===== src/hw/rtl/upd_pkg.sv =====
`timescale 1ns / 1ps
// ----------------------------------------------------------------------------
// upd_pkg: shared types, constants and decode helpers
// Item and result structs, the front-to-back operation format and the
// base-16 pair decode used by the back end.
// ----------------------------------------------------------------------------
package upd_pkg;

  localparam logic [7:0] CHAR_PLUS    = 8'h2B;
  localparam logic [7:0] CHAR_MINUS   = 8'h2D;
  localparam logic [7:0] CHAR_PERCENT = 8'h25;
  localparam logic [7:0] CHAR_SPACE   = 8'h20;
  localparam logic [7:0] CHAR_NUL     = 8'h00;
  localparam logic [4:0] HEX_NONE     = 5'd16;

  localparam int QueueDepth = 4;

  typedef struct packed {
    logic [7:0] in_byte;
    logic       last;
  } in_t;

  typedef struct packed {
    logic [7:0] out_byte;
    logic       has_byte;
    logic       end_of_string;
  } out_t;

  typedef enum logic [1:0] {
    PH_IDLE   = 2'd0,
    PH_FIRST  = 2'd1,
    PH_SECOND = 2'd2
  } phase_t;

  typedef enum logic {
    OP_PLAIN = 1'b0,
    OP_PAIR  = 1'b1
  } op_kind_t;

  // One classified operation handed from front to back
  typedef struct packed {
    op_kind_t   kind;
    logic [7:0] a;
    logic [7:0] b;
    logic       last;
  } op_t;

  function automatic logic is_ws(input logic [7:0] c);
    return (c == CHAR_SPACE) || (c inside {[8'h09:8'h0D]});
  endfunction

  // Hex digit value, HEX_NONE when not a digit
  function automatic logic [4:0] hex_val(input logic [7:0] c);
    logic [4:0] v;
    v = HEX_NONE;
    if (c inside {[8'h30:8'h39]}) v = {1'b0, c[3:0]};
    else if (c inside {[8'h41:8'h46], [8'h61:8'h66]}) v = 5'(c[3:0] + 4'd9);
    return v;
  endfunction

  // Base-16 parse of a two-character string, cut to 8 bits
  function automatic logic [7:0] decode_pair(input logic [7:0] a, input logic [7:0] b);
    logic [4:0] va;
    logic [4:0] vb;
    logic       vb_ok;
    logic [7:0] res;
    va    = hex_val(a);
    vb    = hex_val(b);
    vb_ok = (vb != HEX_NONE);
    res   = 8'h00;
    if (is_ws(a) || (a == CHAR_PLUS)) begin
      res = vb_ok ? {4'h0, vb[3:0]} : 8'h00;
    end else if (a == CHAR_MINUS) begin
      res = vb_ok ? 8'(8'h00 - {4'h0, vb[3:0]}) : 8'h00;
    end else if (va != HEX_NONE) begin
      res = vb_ok ? {va[3:0], vb[3:0]} : {4'h0, va[3:0]};
    end
    return res;
  endfunction

endpackage


===== src/hw/rtl/upd_fifo.sv =====
`timescale 1ns / 1ps
// ----------------------------------------------------------------------------
// upd_fifo: small operation queue
// Register-based FIFO between the classifying front and the decoding back;
// head entry is shown combinationally.
// ----------------------------------------------------------------------------
module upd_fifo #(
  parameter int WIDTH = 18,
  parameter int DEPTH = 4
) (
  input  logic             clk,
  input  logic             rst,
  input  logic             wr_en,
  input  logic [WIDTH-1:0] wr_data,
  input  logic             rd_en,
  output logic [WIDTH-1:0] rd_data,
  output logic             full,
  output logic             empty
);

  localparam int PtrW = (DEPTH > 1) ? $clog2(DEPTH) : 1;
  localparam int CntW = $clog2(DEPTH + 1);
  localparam logic [PtrW-1:0] PtrLast = PtrW'(DEPTH - 1);
  localparam logic [CntW-1:0] CntFull = CntW'(DEPTH);

  logic [WIDTH-1:0] mem [DEPTH];
  logic [PtrW-1:0]  wr_ptr;
  logic [PtrW-1:0]  rd_ptr;
  logic [CntW-1:0]  count;
  logic             do_wr;
  logic             do_rd;

  assign full    = (count == CntFull);
  assign empty   = (count == '0);
  assign do_wr   = wr_en && !full;
  assign do_rd   = rd_en && !empty;
  assign rd_data = mem[rd_ptr];

  // Store incoming entry
  always_ff @(posedge clk) begin
    if (do_wr) begin
      mem[wr_ptr] <= wr_data;
    end
  end

  // Advance pointers and occupancy
  always_ff @(posedge clk) begin
    if (rst) begin
      wr_ptr <= '0;
      rd_ptr <= '0;
      count  <= '0;
    end else begin
      if (do_wr) wr_ptr <= (wr_ptr == PtrLast) ? '0 : wr_ptr + 1'b1;
      if (do_rd) rd_ptr <= (rd_ptr == PtrLast) ? '0 : rd_ptr + 1'b1;
      if (do_wr && !do_rd) count <= count + 1'b1;
      else if (do_rd && !do_wr) count <= count - 1'b1;
    end
  end

endmodule


===== src/hw/rtl/upd_front.sv =====
`timescale 1ns / 1ps
// ----------------------------------------------------------------------------
// upd_front: byte classifier
// Tracks the escape phase, collects escape digits and emits one plain or
// pair operation for each byte that completes a character or ends a string.
// ----------------------------------------------------------------------------
module upd_front (
  input  logic          clk,
  input  logic          rst,
  input  logic          accept,
  input  upd_pkg::in_t  item,
  output logic          op_valid,
  output upd_pkg::op_t  op
);

  import upd_pkg::*;

  phase_t     phase;
  phase_t     phase_next;
  logic [7:0] first_char;

  // Next escape phase
  always_comb begin
    phase_next = phase;
    if (accept) begin
      if (item.last) begin
        phase_next = PH_IDLE;
      end else begin
        case (phase)
          PH_FIRST:  phase_next = PH_SECOND;
          PH_SECOND: phase_next = PH_IDLE;
          default:   phase_next = (item.in_byte == CHAR_PERCENT) ? PH_FIRST : PH_IDLE;
        endcase
      end
    end
  end

  // Build the operation for this byte
  always_comb begin
    op_valid = 1'b0;
    op.kind  = OP_PAIR;
    op.a     = CHAR_NUL;
    op.b     = CHAR_NUL;
    op.last  = item.last;
    case (phase)
      PH_FIRST: begin
        op_valid = accept && item.last;
        op.a     = item.in_byte;
      end
      PH_SECOND: begin
        op_valid = accept;
        op.a     = first_char;
        op.b     = item.in_byte;
      end
      default: begin
        if (item.in_byte == CHAR_PERCENT) begin
          op_valid = accept && item.last;
        end else begin
          op_valid = accept;
          op.kind  = OP_PLAIN;
          op.a     = (item.in_byte == CHAR_PLUS) ? CHAR_SPACE : item.in_byte;
        end
      end
    endcase
  end

  // Hold phase
  always_ff @(posedge clk) begin
    if (rst) begin
      phase <= PH_IDLE;
    end else begin
      phase <= phase_next;
    end
  end

  // Capture first escape digit
  always_ff @(posedge clk) begin
    if (accept && (phase == PH_FIRST)) begin
      first_char <= item.in_byte;
    end
  end

endmodule


===== src/hw/rtl/upd_back.sv =====
`timescale 1ns / 1ps
// ----------------------------------------------------------------------------
// upd_back: decoder and result register
// Decodes queued operations, drops characters after a decoded NUL and
// holds one result for the consumer.
// ----------------------------------------------------------------------------
module upd_back (
  input  logic          clk,
  input  logic          rst,
  input  logic          op_valid,
  input  upd_pkg::op_t  op,
  output logic          op_pop,
  output upd_pkg::out_t result,
  output logic          empty,
  input  logic          pop
);

  import upd_pkg::*;

  logic       out_valid;
  logic       string_ended;
  logic [7:0] value;
  logic       value_zero;
  logic       emit;
  logic       keep;

  // Decode the head operation
  assign value      = (op.kind == OP_PLAIN) ? op.a : decode_pair(op.a, op.b);
  assign value_zero = (value == CHAR_NUL);
  assign keep       = !string_ended && !value_zero;
  assign op_pop     = op_valid && (!out_valid || pop);
  assign emit       = op_pop && (op.last || keep);
  assign empty      = !out_valid;

  // Track result register and end-of-string state
  always_ff @(posedge clk) begin
    if (rst) begin
      out_valid    <= 1'b0;
      string_ended <= 1'b0;
    end else begin
      if (emit) out_valid <= 1'b1;
      else if (pop) out_valid <= 1'b0;
      if (op_pop) begin
        if (op.last) string_ended <= 1'b0;
        else if (value_zero) string_ended <= 1'b1;
      end
    end
  end

  // Load result payload
  always_ff @(posedge clk) begin
    if (emit) begin
      result.out_byte      <= keep ? value : CHAR_NUL;
      result.has_byte      <= keep;
      result.end_of_string <= op.last;
    end
  end

endmodule


===== src/hw/rtl/url_percent_decoder_core.sv =====
`timescale 1ns / 1ps
// Path: the byte that completes a result is registered in the queue, then
//   decoded into the result register, where it becomes visible.
// Throughput: one byte per cycle; a stalled consumer fills the queue, then full rises.
// Reset: synchronous, active high; clears escape phase, queue and result register.
// ----------------------------------------------------------------------------
// url_percent_decoder_core: URL percent decoder
// Front classifies bytes into operations, a short queue decouples it from
// the back end that decodes escapes and drives the result queue interface.
// ----------------------------------------------------------------------------
module url_percent_decoder_core #(
  parameter int QUEUE_DEPTH = upd_pkg::QueueDepth
) (
  input  logic          clk,
  input  logic          rst,
  input  logic          push,
  output logic          full,
  input  upd_pkg::in_t  item,
  output logic          empty,
  input  logic          pop,
  output upd_pkg::out_t result
);

  import upd_pkg::*;

  localparam int OpW = $bits(op_t);

  logic           accept;
  logic           front_valid;
  op_t            front_op;
  logic [OpW-1:0] q_data;
  logic           q_empty;
  logic           q_pop;

  assign accept = push && !full;

  // Classify incoming bytes
  upd_front u_front (
    .clk      (clk),
    .rst      (rst),
    .accept   (accept),
    .item     (item),
    .op_valid (front_valid),
    .op       (front_op)
  );

  // Decouple front and back
  upd_fifo #(
    .WIDTH (OpW),
    .DEPTH (QUEUE_DEPTH)
  ) u_queue (
    .clk     (clk),
    .rst     (rst),
    .wr_en   (front_valid),
    .wr_data (front_op),
    .rd_en   (q_pop),
    .rd_data (q_data),
    .full    (full),
    .empty   (q_empty)
  );

  // Decode and present results
  upd_back u_back (
    .clk      (clk),
    .rst      (rst),
    .op_valid (!q_empty),
    .op       (op_t'(q_data)),
    .op_pop   (q_pop),
    .result   (result),
    .empty    (empty),
    .pop      (pop)
  );

`ifndef NO_ASSERTIONS
  a_byte_nonzero: assert property (@(posedge clk) disable iff (rst)
    (!empty && result.has_byte) |-> (result.out_byte != 8'h00))
    else $error("decoded byte flagged present but zero");

  a_mid_has_byte: assert property (@(posedge clk) disable iff (rst)
    (!empty && !result.end_of_string) |-> result.has_byte)
    else $error("result without byte before end of string");

  a_reset_empty: assert property (@(posedge clk)
    rst |=> empty)
    else $error("result pending right after reset");
`endif

endmodule

===== config.mk =====
export PLATFORM = sky130hd
export DESIGN_NAME = url_percent_decoder_core
export DESIGN_NICKNAME = d
export VERILOG_FILES = /design/src/hw/rtl/upd_pkg.sv /design/src/hw/rtl/upd_fifo.sv /design/src/hw/rtl/upd_front.sv /design/src/hw/rtl/upd_back.sv /design/src/hw/rtl/url_percent_decoder_core.sv
export SDC_FILE = /design/constraint.sdc
export NUM_CORES = 1
export LEC_CHECK = 0
export ABC_AREA = 1
export BUFFER_PORTS_ARGS = -buffer_cell sky130_fd_sc_hd__buf_2
export CAP_MARGIN = 15
export CORE_AREA = 2 2 75 131
export CTS_BUF_LIST = sky130_fd_sc_hd__clkbuf_8
export DETAILED_ROUTE_END_ITERATION = 10
export DIE_AREA = 0 0 77 133
export GPL_ROUTABILITY_DRIVEN = 0
export GPL_TIMING_DRIVEN = 0
export PLACE_DENSITY = 0.78
export SETUP_SLACK_MARGIN = 0.1
export SLEW_MARGIN = 15
export SYNTH_ARGS = -nofsm -noshare
export SYNTH_HDL_FRONTEND = slang
export SYNTH_HIERARCHICAL = 1
export SYNTH_SLANG_ARGS = --single-unit

===== constraint.sdc =====
create_clock -name clk -period 3.1 [get_ports clk]
set_input_delay 0.31 -clock clk [delete_from_list [all_inputs] [get_ports clk]]
set_output_delay 0.31 -clock clk [all_outputs]
set_load 0.02 [all_outputs]

==> results.md <==
- Status: finished, violations left
- Failing checks: setup timing
- EDFF count, synth: 90
- GR Util met1: 0.262
- Flip-flop and latch count after synthesis: about 100
- Synth Cell Area: 5240 µm²
- Post-route cell area: 6470 µm²
- I/O pin count: 25
- Residual DRC: 0
- Largest net degree at the start of global routing: 18
- Worst hold start: rst
- Rel. slew slack: 0.460
- Layout cells sized above 1: 0.323
- Clock sink count: about 100
- Area after DPL: around 5600 µm²
- Standard-cell row count: 47
- Yosys warns: 6
- Max FO, Critical Path: 8
- WHS Endpoint: u_queue/count[0]$_SDFFE_PP0P_
- Hold Fails Final Rpt: 0
- Vias/cell: between 5 and 6
- Reg2reg path depth: 25
- Later-pin clock latency in the skew report: 380 ps
- WP buf/inv: 8
- Synth top area cells: edfxtp_1, nand2_1, nor2_1, dfxtp_1, inv_1
- Die H: between 100 and 150 µm
- CTS tree: built
- CTS Root Cell: clkbuf_8
- Final WL: 13200 µm
- Routed Antenna Nets: 0
- Final setup fails: 21
- Top cell type's share of synthesized area: 0.516
- Hold Path Cell Cnt: 2
- Setup WS pre-CTS: -492 ps
- RR Endpoint: u_back/result[5]$_SDFFCE_PN0P_
- Mapped Cells: about 550
- Synth area leader: edfxtp_1
- Fraction of registers with async set/reset: 0
- Post-layout util: 0.697
- WP data required: about 3200 ps
- Mapped Nets: around 580
- MaxCap Viol Count: 0
- Crit Path Class: reg2reg
- CTS buffer count: 9
- Main synth FF type: edfxtp_1
- Initial Util: 0.564
- Tcrit/Tclk final: 1.17
- Port bufs: 24
- GRT busiest layer: met2
- Routed wire length per instance: 17.6 µm
- Unrepaired setup endpoints after global routing: true
- Post-Syn Area per Cell: 9.60 µm²
- Register area share after synthesis: 0.565
- Core box area: 9290 µm²
- Tot Pwr: around 7.7 mW
- Clock slew at reported path FFs: approximately 100 ps
- Crit path DAT: 3750 ps
- Remaining global-route overflow: 0
- Nets@finish: about 660
- CP Capture Type: flop
- Cell family with most CP delay: simple AND/OR/NAND/NOR gates
- H-tree depth: 3
- DR vias: 4257
- Fmax: 276 MHz
- P_leak: ~2.8 nW
- Inserted Diodes: 0
- CP dominant cell by count: nand2_4
- Worst IR Drop VDD: 782 µV
- Crit path largest cell delay: approximately 350 ps
- Area growth syn-to-layout: 23.5%
- Setup ws final: -517 ps
- First-pass GRT wire length: approximately 20000 µm
- Crit path launch type: flop
- Initial DRC Count: 215
- Longest Clk Path Bufs: 2
- Global-route met2 utilization: 0.485
- Dpl hpwl: a little over 8000 µm
- Worst-margin pin slew: 811 ps
- Unique masters post-synth: 40
- Worst hold path class: in2reg
- Die Area: 10200 µm²
- Gr usage total: 0.258
- Die width: roughly 77 µm
- Fin crit period: 3620 ps
- DR pass1 iterations: 5
- Pwr dens: 1190 nW/µm²
- GRT met3 Usage: 0.0450
- Initial antenna violation count: 0
- Vias in the first global route: 4302
- Fin. max-slew vios: 0
- Clk_skew: about 16 ps
- Slowest library cell on the worst path: dfxtp_2
- R2r setup slk: -520 ps
-- layout make-up --
| class | instances | area (µm²) |
|---|---|---|
| sequential | 103 | 2960 |
| fill | 640 | 2820 |
| multi-input combinational | 354 | 2190 |
| timing repair buffer | 69 | 508 |
| inverter | 76 | 313 |
| tap | 122 | 153 |
| buffer | 14 | 145 |
| clock buffer | 9 | 124 |
| clock inverter | 7 | 71.3 |
-- kinds of logic (layout without fill, tap and decap cells) --
kind of cell | after synthesis | count (layout) | share of synthesized area
XOR/XNOR | 2 | 2 | 0.00334
buffers and inverters | 90 | 175 | 0.0814
adder cells (fa/ha/maj) | 16 | 16 | 0.0396
AO/OA/AOI/OAI | 89 | 89 | 0.0948
flip-flops | 103 | 103 | 0.565
AND/OR/NAND/NOR | 246 | 247 | 0.215
-- worst reg2reg max path: cells and delay by family (launching register included) --
family | cells | cell delay (ps)
AOI/OAI and AO/OA | 4 | 440
buffers and inverters | 8 | 900
adders and majority gates | 2 | 330
and+or+nand+nor | 11 | 1360
DFF | 1 | 350
-- registers in the layout, indices dropped and copies added (netlist names), named ones only --
register and flops:
u_back/out_valid 1, u_back/result 10, u_back/string_ended 1, u_front/first_char 8, u_front/phase 2, u_queue/count 3
u_queue/mem 72, u_queue/rd_ptr 2, u_queue/wr_ptr 2
-- metal layers --
metal	share of wire	wire length (µm)
met3	0.051	675
met2	0.55	7240
met5	0	0
met4	0.061	808
met1	0.34	4520
-- Yosys cell counts, types with 2 or more instances --
| master | instances |
|---|---|
| nand2_2 | 7 |
| o21ai_0 | 34 |
| nor3_1 | 2 |
| nor2_1 | 72 |
| or2_2 | 2 |
| nand3b_1 | 2 |
| inv_2 | 5 |
| or2_1 | 2 |
| xor2_1 | 2 |
| nand2_4 | 2 |
| o22ai_1 | 19 |
| dfxtp_1 | 13 |
| nand3_1 | 29 |
| o21ai_1 | 17 |
| nand4_1 | 7 |
| buf_4 | 4 |
| inv_1 | 68 |
| nor2_2 | 11 |
| nand3_2 | 5 |
| buf_2 | 2 |
| edfxtp_1 | 90 |
| ha_1 | 15 |
| nand2_1 | 101 |
| a21oi_1 | 12 |
| buf_6 | 8 |
-- worst max path at each step --
stage | cells after the start | to
final | 25 | u_back/result[5]$_SDFFCE_PN0P_
after global routing | 26 | u_back/result[5]$_SDFFCE_PN0P_
after global placement | 25 | u_back/result[8]$_SDFFCE_PN0P_
after floorplan | 26 | u_back/result[8]$_SDFFCE_PN0P_
after CTS | 27 | u_back/result[6]$_SDFFCE_PN0P_
after detailed placement | 25 | u_back/result[6]$_SDFFCE_PN0P_
-- repair_timing --
item                       in CTS  in global routing
setup endpoints to repair      21                 22
buffers inserted               31                 11
resized for setup              49                 46
pin swaps                      25                 31
gates cloned                    1                  0
hold buffers                    0                  0
-- cell usage in the layout (no fill, tap or decap), types with 14 or more instances in the layout --
| master | instances |
|---|---|
| nand2_1 | 91 |
| edfxtp_1 | 90 |
| inv_1 | 60 |
| nor2_1 | 58 |
| buf_4 | 39 |
| buf_2 | 26 |
| o21ai_1 | 24 |
| o21ai_0 | 23 |
| nand3_1 | 20 |
| nor2_2 | 15 |
| nand2_2 | 14 |
-- metrics by stage --
| stage | hold slack [ps] | TNS (ps) | instances |
|---|---|---|---|
| 5_1_grt | 147 | -10690 | 754 |
| 6_report | 138 | -9000 | 754 |
| 3_5_place_dp | 523 | -9090 | 696 |
| 4_1_cts | 139 | -4110 | 744 |
| 2_1_floorplan | 382 | 0 | 546 |
| 3_3_place_gp | 513 | -12040 | 692 |
-- where the power goes --
group / switching, mW / leakage (nW) / internal, mW
clock: 0.453 / 0.0974 / 0.374
sequential: 0.0847 / 0.976 / 1.86
combinational: 3.00 / 1.68 / 1.91
total: 3.53 / 2.76 / 4.14
Note: power is estimated with default switching activity, not from simulation.
